**src/rtl/cpsc_pkg.sv**
```systemverilog
// Shared types, constants and helper functions of the clamped PID speed controller.
`timescale 1ns / 1ps

package cpsc_pkg;

   // Field widths.
   localparam int unsigned GAIN_W  = 15;
   localparam int unsigned SPEED_W = 16;
   localparam int unsigned ERR_W   = 11;
   localparam int unsigned SUM_W   = 15;
   localparam int unsigned DRIVE_W = 15;
   localparam int unsigned CSR_IDX_W = 2;

   // Limits of the clamped error, error difference, integral and output.
   localparam logic signed [ERR_W-1:0]   ERR_HI    = 11'sd1000;
   localparam logic signed [ERR_W-1:0]   ERR_LO    = -11'sd1000;
   localparam logic signed [ERR_W-1:0]   DIFF_HI   = 11'sd500;
   localparam logic signed [ERR_W-1:0]   DIFF_LO   = -11'sd500;
   localparam logic signed [SUM_W-1:0]   SUM_HI    = 15'sd10000;
   localparam logic signed [SUM_W-1:0]   SUM_LO    = -15'sd10000;
   localparam logic signed [SUM_W-1:0]   SUM_RESET = -15'sd1000;
   localparam logic signed [DRIVE_W-1:0] OUT_HI    = 15'sd10000;
   localparam logic signed [DRIVE_W-1:0] OUT_LO    = -15'sd10000;

   // Right shifts applied to the proportional, integral and derivative terms.
   localparam int unsigned P_SHIFT  = 4;
   localparam int unsigned ID_SHIFT = 2;

   // Gain value after reset.
   localparam logic [GAIN_W-1:0] GAIN_RESET = 15'd1;

   // Item modes.
   localparam logic MODE_STEP  = 1'b0;
   localparam logic MODE_CLEAR = 1'b1;

   // Configuration register indexes.
   typedef enum logic [CSR_IDX_W-1:0] {
      CSR_PROP_GAIN  = 2'd0,
      CSR_INTEG_GAIN = 2'd1,
      CSR_DERIV_GAIN = 2'd2
   } csr_index_type;

   // The three gains as seen by the back end.
   typedef struct packed {
      logic [GAIN_W-1:0] prop;
      logic [GAIN_W-1:0] integ;
      logic [GAIN_W-1:0] deriv;
   } gains_type;

   // Terms handed from the front end to the back end for one item.
   typedef struct packed {
      logic signed [ERR_W-1:0] err;
      logic signed [SUM_W-1:0] sum;
      logic signed [ERR_W-1:0] diff;
   } terms_type;

   // Queue occupancy flags.
   typedef struct packed {
      logic full;
      logic empty;
   } queue_status_type;

   // Widest product: 16-bit zero-extended gain times a 15-bit integral.
   localparam int unsigned PROD_W = 31;

   // Saturates a full-width gain product to the output limits.
   function automatic logic signed [DRIVE_W-1:0] sat_product(
      input logic signed [PROD_W-1:0] value
   );
      logic signed [DRIVE_W-1:0] result;
      if (value > OUT_HI) begin
         result = OUT_HI;
      end else if (value < OUT_LO) begin
         result = OUT_LO;
      end else begin
         result = value[DRIVE_W-1:0];
      end
      return result;
   endfunction

endpackage

```
**src/rtl/clamped_pid_speed_controller.sv**
```systemverilog
// Top level of the clamped PID speed controller: gain registers, front end, queue, back end.
//
//   Channel   Direction  Handshake            Payload
//   req_      in         req_valid/req_stall  req_mode, req_target, req_actual
//   rsp_      out        rsp_valid/rsp_stall  rsp_drive
//   csr_      in         csr_write_enable     csr_index, csr_data
//
// One item is accepted per cycle while the queue is not full; a compute item's drive goes
// through the queue write at the accepting edge, the product stage and the output register.
// Clear items update the state in the cycle they are accepted and give no result.
// Reset sets all gains to one, the integral to minus one thousand and the last error to zero.
// req_stall rises only when the queue is full; rsp_stall holds the back end while the
// front end keeps filling the queue.
`timescale 1ns / 1ps

module clamped_pid_speed_controller #(
   parameter int unsigned QUEUE_DEPTH = 4
) (
   input  logic                                  clock,
   input  logic                                  reset,
   input  logic                                  req_valid,
   output logic                                  req_stall,
   input  logic                                  req_mode,
   input  logic signed [cpsc_pkg::SPEED_W-1:0]   req_target,
   input  logic signed [cpsc_pkg::SPEED_W-1:0]   req_actual,
   output logic                                  rsp_valid,
   input  logic                                  rsp_stall,
   output logic signed [cpsc_pkg::DRIVE_W-1:0]   rsp_drive,
   input  logic                                  csr_write_enable,
   input  logic [cpsc_pkg::CSR_IDX_W-1:0]        csr_index,
   input  logic [cpsc_pkg::GAIN_W-1:0]           csr_data
);
   import cpsc_pkg::*;

   gains_type        gains_ff, gains_in;
   queue_status_type queue_status;
   logic             push;
   logic             pop;
   terms_type        push_data;
   terms_type        pop_data;

   // Gain registers; writes to an unused index are dropped.
   always_comb begin
      gains_in = gains_ff;
      if (csr_write_enable) begin
         unique case (csr_index)
            CSR_PROP_GAIN:  gains_in.prop  = csr_data;
            CSR_INTEG_GAIN: gains_in.integ = csr_data;
            CSR_DERIV_GAIN: gains_in.deriv = csr_data;
            default:        gains_in = gains_ff;
         endcase
      end
   end

   always_ff @(posedge clock) begin
      if (reset) begin
         gains_ff.prop  <= GAIN_RESET;
         gains_ff.integ <= GAIN_RESET;
         gains_ff.deriv <= GAIN_RESET;
      end else begin
         gains_ff <= gains_in;
      end
   end

   // Front end: item intake and controller state.
   cpsc_front u_front (
      .clock        (clock),
      .reset        (reset),
      .req_valid    (req_valid),
      .req_stall    (req_stall),
      .req_mode     (req_mode),
      .req_target   (req_target),
      .req_actual   (req_actual),
      .queue_status (queue_status),
      .push         (push),
      .push_data    (push_data)
   );

   // Decoupling queue.
   cpsc_queue #(
      .DEPTH (QUEUE_DEPTH)
   ) u_queue (
      .clock     (clock),
      .reset     (reset),
      .push      (push),
      .push_data (push_data),
      .pop       (pop),
      .pop_data  (pop_data),
      .status    (queue_status)
   );

   // Back end: gain arithmetic and result register.
   cpsc_back u_back (
      .clock        (clock),
      .reset        (reset),
      .gains        (gains_ff),
      .queue_status (queue_status),
      .pop          (pop),
      .pop_data     (pop_data),
      .rsp_valid    (rsp_valid),
      .rsp_stall    (rsp_stall),
      .rsp_drive    (rsp_drive)
   );

`ifndef SYNTHESIS
   // A delivered drive always lies within the output limits.
   assert property (@(posedge clock) disable iff (reset)
      rsp_valid |-> (rsp_drive <= OUT_HI) && (rsp_drive >= OUT_LO))
      else $error("drive outside output limits");

   // A full queue must hold off the input channel.
   assert property (@(posedge clock) disable iff (reset)
      queue_status.full |-> req_stall)
      else $error("input not stalled while queue full");

   // An accepted compute item leaves the queue non-empty.
   assert property (@(posedge clock) disable iff (reset)
      (req_valid && !req_stall && (req_mode == MODE_STEP)) |=> !queue_status.empty)
      else $error("compute item lost before queue");
`endif

endmodule

```
**src/rtl/cpsc_queue.sv**
```systemverilog
// Short item queue between the front end and the back end.
`timescale 1ns / 1ps

module cpsc_queue #(
   parameter int unsigned DEPTH = 4
) (
   input  logic                         clock,
   input  logic                         reset,
   input  logic                         push,
   input  cpsc_pkg::terms_type          push_data,
   input  logic                         pop,
   output cpsc_pkg::terms_type          pop_data,
   output cpsc_pkg::queue_status_type   status
);
   import cpsc_pkg::*;

   localparam int unsigned PTR_W = (DEPTH > 1) ? $clog2(DEPTH) : 1;
   localparam int unsigned CNT_W = $clog2(DEPTH + 1);
   localparam logic [PTR_W-1:0] LAST_PTR = PTR_W'(DEPTH - 1);
   localparam logic [CNT_W-1:0] FULL_CNT = CNT_W'(DEPTH);

   terms_type        entry_ff [DEPTH];
   logic [PTR_W-1:0] head_ff, head_in;
   logic [PTR_W-1:0] tail_ff, tail_in;
   logic [CNT_W-1:0] count_ff, count_in;

   // Pointer and occupancy update.
   always_comb begin
      head_in  = head_ff;
      tail_in  = tail_ff;
      count_in = count_ff;
      if (push) begin
         tail_in = (tail_ff == LAST_PTR) ? '0 : tail_ff + 1'b1;
      end
      if (pop) begin
         head_in = (head_ff == LAST_PTR) ? '0 : head_ff + 1'b1;
      end
      if (push && !pop) begin
         count_in = count_ff + 1'b1;
      end else if (pop && !push) begin
         count_in = count_ff - 1'b1;
      end
   end

   always_ff @(posedge clock) begin
      if (reset) begin
         head_ff  <= '0;
         tail_ff  <= '0;
         count_ff <= '0;
      end else begin
         head_ff  <= head_in;
         tail_ff  <= tail_in;
         count_ff <= count_in;
      end
   end

   // Entry storage needs no reset.
   always_ff @(posedge clock) begin
      if (push) begin
         entry_ff[tail_ff] <= push_data;
      end
   end

   assign pop_data     = entry_ff[head_ff];
   assign status.full  = (count_ff == FULL_CNT);
   assign status.empty = (count_ff == '0);

endmodule

```
**src/rtl/cpsc_front.sv**
```systemverilog
// Front end: accepts items, keeps the integral and last error, forms the clamped terms.
`timescale 1ns / 1ps

module cpsc_front (
   input  logic                                  clock,
   input  logic                                  reset,
   input  logic                                  req_valid,
   output logic                                  req_stall,
   input  logic                                  req_mode,
   input  logic signed [cpsc_pkg::SPEED_W-1:0]   req_target,
   input  logic signed [cpsc_pkg::SPEED_W-1:0]   req_actual,
   input  cpsc_pkg::queue_status_type            queue_status,
   output logic                                  push,
   output cpsc_pkg::terms_type                   push_data
);
   import cpsc_pkg::*;

   logic signed [SUM_W-1:0] error_sum_ff, error_sum_in;
   logic signed [ERR_W-1:0] previous_error_ff, previous_error_in;

   logic                      accept;
   logic signed [SPEED_W:0]   err_raw;
   logic signed [ERR_W-1:0]   err;
   logic signed [SUM_W:0]     sum_raw;
   logic signed [SUM_W-1:0]   sum;
   logic signed [ERR_W:0]     diff_raw;
   logic signed [ERR_W-1:0]   diff;

   // The input waits whenever the queue is full, for clear items as well.
   assign req_stall = queue_status.full;
   assign accept    = req_valid && !req_stall;
   assign push      = accept && (req_mode == MODE_STEP);

   // Error, integral and error difference, each clamped.
   always_comb begin
      err_raw = {req_target[SPEED_W-1], req_target} - {req_actual[SPEED_W-1], req_actual};
      if (err_raw > ERR_HI) begin
         err = ERR_HI;
      end else if (err_raw < ERR_LO) begin
         err = ERR_LO;
      end else begin
         err = err_raw[ERR_W-1:0];
      end

      sum_raw = {error_sum_ff[SUM_W-1], error_sum_ff} + (SUM_W+1)'(err);
      if (sum_raw > SUM_HI) begin
         sum = SUM_HI;
      end else if (sum_raw < SUM_LO) begin
         sum = SUM_LO;
      end else begin
         sum = sum_raw[SUM_W-1:0];
      end

      diff_raw = {err[ERR_W-1], err} - {previous_error_ff[ERR_W-1], previous_error_ff};
      if (diff_raw > DIFF_HI) begin
         diff = DIFF_HI;
      end else if (diff_raw < DIFF_LO) begin
         diff = DIFF_LO;
      end else begin
         diff = diff_raw[ERR_W-1:0];
      end
   end

   assign push_data.err  = err;
   assign push_data.sum  = sum;
   assign push_data.diff = diff;

   // Controller state follows every accepted item.
   always_comb begin
      error_sum_in      = error_sum_ff;
      previous_error_in = previous_error_ff;
      if (accept) begin
         if (req_mode == MODE_CLEAR) begin
            error_sum_in      = '0;
            previous_error_in = '0;
         end else begin
            error_sum_in      = sum;
            previous_error_in = err;
         end
      end
   end

   always_ff @(posedge clock) begin
      if (reset) begin
         error_sum_ff      <= SUM_RESET;
         previous_error_ff <= '0;
      end else begin
         error_sum_ff      <= error_sum_in;
         previous_error_ff <= previous_error_in;
      end
   end

endmodule

```
**src/rtl/cpsc_back.sv**
```systemverilog
// Back end: gain products, saturation, shifts and the output register.
`timescale 1ns / 1ps

module cpsc_back (
   input  logic                                  clock,
   input  logic                                  reset,
   input  cpsc_pkg::gains_type                   gains,
   input  cpsc_pkg::queue_status_type            queue_status,
   output logic                                  pop,
   input  cpsc_pkg::terms_type                   pop_data,
   output logic                                  rsp_valid,
   input  logic                                  rsp_stall,
   output logic signed [cpsc_pkg::DRIVE_W-1:0]   rsp_drive
);
   import cpsc_pkg::*;

   localparam int unsigned EP_W = GAIN_W + ERR_W + 1;

   logic                      prod_valid_ff, prod_valid_in;
   logic signed [EP_W-1:0]    p_prod_ff, p_prod_in;
   logic signed [PROD_W-1:0]  i_prod_ff, i_prod_in;
   logic signed [EP_W-1:0]    d_prod_ff, d_prod_in;
   logic                      rsp_valid_ff, rsp_valid_in;
   logic signed [DRIVE_W-1:0] rsp_drive_ff, rsp_drive_in;

   logic                      out_ready;
   logic                      prod_ready;
   logic signed [DRIVE_W-1:0] p_term;
   logic signed [DRIVE_W-1:0] i_term;
   logic signed [DRIVE_W-1:0] d_term;
   logic signed [DRIVE_W:0]   total;

   // Stage handshakes: each stage moves when the one after it has room.
   assign out_ready  = !rsp_valid_ff || !rsp_stall;
   assign prod_ready = !prod_valid_ff || out_ready;
   assign pop        = prod_ready && !queue_status.empty;

   // Product stage: gains are zero-extended so the products are exact.
   always_comb begin
      prod_valid_in = prod_ready ? !queue_status.empty : prod_valid_ff;
      p_prod_in     = $signed({1'b0, gains.prop})  * pop_data.err;
      i_prod_in     = $signed({1'b0, gains.integ}) * pop_data.sum;
      d_prod_in     = $signed({1'b0, gains.deriv}) * pop_data.diff;
   end

   // Output stage: saturate each product, shift, add and saturate again.
   always_comb begin
      p_term = sat_product(PROD_W'(p_prod_ff)) >>> P_SHIFT;
      i_term = sat_product(i_prod_ff) >>> ID_SHIFT;
      d_term = sat_product(PROD_W'(d_prod_ff)) >>> ID_SHIFT;
      total  = (DRIVE_W+1)'(p_term) + (DRIVE_W+1)'(i_term) + (DRIVE_W+1)'(d_term);
      if (total > OUT_HI) begin
         rsp_drive_in = OUT_HI;
      end else if (total < OUT_LO) begin
         rsp_drive_in = OUT_LO;
      end else begin
         rsp_drive_in = total[DRIVE_W-1:0];
      end
      rsp_valid_in = out_ready ? prod_valid_ff : rsp_valid_ff;
   end

   always_ff @(posedge clock) begin
      if (reset) begin
         prod_valid_ff <= 1'b0;
         rsp_valid_ff  <= 1'b0;
      end else begin
         prod_valid_ff <= prod_valid_in;
         rsp_valid_ff  <= rsp_valid_in;
      end
   end

   // Payload registers load only when their stage advances.
   always_ff @(posedge clock) begin
      if (prod_ready) begin
         p_prod_ff <= p_prod_in;
         i_prod_ff <= i_prod_in;
         d_prod_ff <= d_prod_in;
      end
      if (out_ready) begin
         rsp_drive_ff <= rsp_drive_in;
      end
   end

   assign rsp_valid = rsp_valid_ff;
   assign rsp_drive = rsp_drive_ff;

endmodule

```
**config.mk**
```make
export PLATFORM = sky130hd
export DESIGN_NAME = clamped_pid_speed_controller
export DESIGN_NICKNAME = d
export VERILOG_FILES = /design/src/rtl/cpsc_pkg.sv /design/src/rtl/clamped_pid_speed_controller.sv /design/src/rtl/cpsc_queue.sv /design/src/rtl/cpsc_front.sv /design/src/rtl/cpsc_back.sv
export SDC_FILE = /design/constraint.sdc
export NUM_CORES = 2
export LEC_CHECK = 0
export BUFFER_PORTS_ARGS = -buffer_cell sky130_fd_sc_hd__buf_2
export CORE_UTILIZATION = 38
export CTS_CLUSTER_DIAMETER = 40
export DETAILED_ROUTE_END_ITERATION = 8
export SKIP_LAST_GASP = 1
export SLEW_MARGIN = 5
export SYNTH_ARGS = -nofsm -noshare
export SYNTH_HDL_FRONTEND = slang
export SYNTH_SLANG_ARGS = --single-unit
```
**constraint.sdc**
```tcl
create_clock -name clock -period 9.63 [get_ports clock]
set_input_delay 0.4815 -clock clock [delete_from_list [all_inputs] [get_ports clock]]
set_output_delay 0.4815 -clock clock [all_outputs]
set_load 0.005 [all_outputs]
```
==> out/qor.txt <==
largest net degree at the start of global routing: 68
vias in the first global route: 24049
slowest CP cell: dfxtp_2
Int Power: 6460 uW
Max-cap violations: 0
outcome: finished clean
Layout area overhead: 9.93%
antenna-violating nets left: 0
# DRC: 0
clk slew on worst S/H paths: 60 ps
Clock Skew: 33.3 ps
Skew-Pair Late Insertion Delay: 630 ps
unrepaired setup endpoints after global routing: false
Top FF cell, synth: edfxtp_1
first-pass GRT wire length: 131 mm
Synth Warn #: 0
count of TritonRoute iterations in the first routing pass: 5
synthesized area: 0.0338 mm2
worst hold-check path type: in -> reg
Slew headroom: 26.1%
endpoints failing setup: 0
VDD IR-drop max: 0.000489 V
HPWL after detailed placement: 63.0 mm
# hold bufs at CTS: 0
via density per instance: 5.04
fin crit share: 82.7%
Netlist cell types: 75
LEAKAGE: 0.0170 uW
post-CTS setup buffer count: 0
total CTS buffers: 53
post_cts resized: 0
port buffer count: 71
critical path endpoint category: flop
H-Tree Depth: 2
die area: 0.0901 mm2
Core ar.: 0.0874 mm2
Crit path required time: 9980 ps
fraction of registers with async set/reset: 0%
clk sinks: 330
slowest stage delay, CP: 730 ps
DRT iter0 DRCs: 1196
Final Core Density: 42.5%
FF-to-FF setup slack: 1670 ps
clock share of power: 15.6%
Final Hold Viols: 0
EDFF count, synth: 248
WHS Endpoint: u_back.rsp_valid
combinational fraction of design power: 63.5%
Final min period: 7960 ps
Clock Tree Root: clkbuf_16
worst-margin pin slew: 1110 ps
hold path start: rsp_stall
initial core utilization: 38.6%
fin nets: 4175
#FFs+latches synth: 330
die height: 300 um
Die Wd: 300 um
layout cell share with drive strength beyond 1: 7.50%
Tot Pwr: 12200 uW
crit path max fanout: 20
drt total wl: 79.8 mm
routed len/inst: 17.5 um
I/O pin count: 72
# fillers: 8351
Cells after Synth: 3344
Fmax: 126 MHz
Slew Viols, Final: 0
Via Count: 23048
Max Root-Sink Buffers: 3
syn_nets: 4151
CP Launch Type: flop
most frequent CP cell: fa_1
CP arrival: 8310 ps
syn_area_per_cell: 10.1 um2
crit path cell chain: mux2_2 -> o21ai_1 -> inv_1 -> nand2b_1 -> fa_1 -> fa_1 -> inv_1 -> fa_1 -> inv_1 -> fa_1 -> fa_1 -> inv_1 -> fa_1 -> ha_1 -> a21o_1 -> a21o_1 -> a21oi_1 -> o21ai_0 -> a31oi_1 -> o21bai_1 -> a2111o_1 -> a21oi_1 -> o21bai_1 -> xor2_1
power density over cell area: 328 mW/mm2
hold path cells: 3
gr usage total: 18.4%
Switching Fraction: 47.0%
initial antenna violation count: 0
CTS tree: built
# rows: 108
sum of negative setup slack: 0 ps
worst r2r dst: u_back.i_prod_ff[29]
Reg power frac: 20.9%
R2R cell count: 24
Crit Path Class: reg -> reg
NetSw: 5730 uW
global route overflow: 0
sequential element share of the synthesized area: 26.9%
Final GP Congestion: 0.828
==> synthesized netlist by cell type, types with 7 or more instances <==
cell | instances | area share [%]
a211oi_1 | 11 | 0.24
a21boi_0 | 7 | 0.16
a21o_1 | 44 | 0.98
a21oi_1 | 142 | 2.1
a22o_1 | 14 | 0.36
a31oi_1 | 11 | 0.20
a41oi_1 | 8 | 0.21
and2_1 | 256 | 4.7
and3_1 | 12 | 0.22
clkbuf_1 | 115 | 1.3
dfxtp_1 | 82 | 4.9
edfxtp_1 | 248 | 22
fa_1 | 420 | 25
ha_1 | 332 | 12
inv_1 | 532 | 5.9
mux4_2 | 36 | 2.4
nand2_1 | 431 | 4.8
nand2b_1 | 54 | 1.0
nand3_1 | 20 | 0.30
nand4_1 | 22 | 0.41
nor2_1 | 127 | 1.4
nor2b_1 | 13 | 0.24
nor3_1 | 31 | 0.46
nor4_1 | 15 | 0.28
o21a_1 | 22 | 0.49
o21ai_0 | 66 | 0.98
o21bai_1 | 17 | 0.38
o22ai_1 | 7 | 0.13
o31a_1 | 10 | 0.26
o31ai_1 | 12 | 0.27
or2_2 | 10 | 0.19
or3_1 | 11 | 0.20
or4_1 | 8 | 0.18
xnor2_1 | 64 | 1.7
xor2_1 | 36 | 0.93
==> power by group through the flow <==
stage | logic [uW] | clock network, uW | registers [uW]
finish | 7740 | 1900 | 2550
global route | 8830 | 1990 | 2590
CTS | 7820 | 1930 | 2550
detailed placement | 7740 | 0 | 2580
global placement | 7710 | 0 | 2570
floorplan | 5870 | 0 | 2440
==> how the worst max path moves through the flow <==
stage          from                   end  slack [ps]  depth (start not counted)
4_1_cts        flop  u_back.i_prod_ff[29]        1610                         24
5_1_grt        flop  u_back.i_prod_ff[29]        1220                         24
3_3_place_gp   flop  u_back.i_prod_ff[29]        1710                         24
3_5_place_dp   flop  u_back.i_prod_ff[29]        1640                         24
6_report       flop  u_back.i_prod_ff[29]        1670                         24
2_1_floorplan  flop  u_back.p_prod_ff[25]        1940                         23
==> sequential cells by signal, indices dropped and copies added, names as in the netlist, named ones only <==
register / flops
u_queue.tail_ff: 2
u_front.error_sum_ff: 15
u_back.i_prod_ff: 31
u_back.rsp_valid: 1
u_queue.count_ff: 3
u_queue.head_ff: 2
u_back.prod_valid_ff: 1
u_back.rsp_drive: 15
u_back.d_prod_ff: 27
u_queue.entry_ff: 148
gains_ff: 45
u_back.p_prod_ff: 27
u_front.previous_error_ff: 11
==> cells in the final DEF, fill, tap and decap left out, drive strengths merged, types with 12 or more instances in the layout <==
| master | instances |
|---|---|
| dfxtp | 82 |
| o31ai | 13 |
| o21bai | 17 |
| edfxtp | 248 |
| and3 | 12 |
| and2 | 256 |
| nand2b | 54 |
| nor2b | 13 |
| nor2 | 128 |
| xor2 | 36 |
| xnor2 | 64 |
| inv | 549 |
| nand3 | 20 |
| a21oi | 142 |
| a22o | 14 |
| o21a | 22 |
| nand2 | 431 |
| buf | 90 |
| ha | 332 |
| mux4 | 36 |
| nand4 | 22 |
| nor3 | 31 |
| clkbuf | 56 |
| a21o | 44 |
| nor4 | 15 |
| o21ai | 68 |
| clkinv | 19 |
| fa | 420 |
==> metal layers <==
layer  part of all wire [%]  track usage (%)  vias up
li1                       -                -    11037
met4                    1.5             3.84        0
met5                      0                0        -
met3                    4.4             2.64       85
met1                     47             25.4    11459
met2                     47             30.7      467
==> through the flow <==
stage	cell area (um2)	setup WS [ps]	hold WS, ps	cells
after CTS	37100	1610	144	4568
final	37100	1670	169	4570
after global routing	37100	1220	166	4568
after detailed placement	35300	1640	460	4468
after global placement	35300	1710	455	4468
after floorplan	33800	1940	442	3344
==> cell type report <==
| cell class | count | area, um2 | share of cell area, % |
|---|---|---|---|
| clock inverters | 44 | 470 | 1.27 |
| repair buffers | 90 | 510 | 1.38 |
| well taps | 1155 | 1450 | 3.89 |
| diodes | 2 | 5.00 | 0.0135 |
| inverters | 533 | 2000 | 5.39 |
| clock buffers | 56 | 1360 | 3.66 |
| multi-input cells | 2360 | 22200 | 59.9 |
| flip-flops and latches | 330 | 9090 | 24.5 |
==> kinds of logic (layout without fill, tap and decap cells) <==
logic type	Yosys count	in the layout	synth area share, %
simple gates	1031	1031	14.9
fa+ha+maj	752	752	37.2
buf+inv	654	723	7.27
compound gates	437	437	8.59
flops	330	330	26.9
xor+xnor	100	100	2.59
mux	40	40	2.52
other cells	0	2	0
==> worst max-delay path: cells and delay by family, from the launching register on <==
family / cells / cell delay (ps)
flops: 1 / 730
simple gates: 1 / 200
fa+ha+maj: 7 / 3430
compound gates: 10 / 2210
xor+xnor: 1 / 140
mux: 1 / 410
buf+inv: 4 / 550
(Power assumes the default switching activity.)
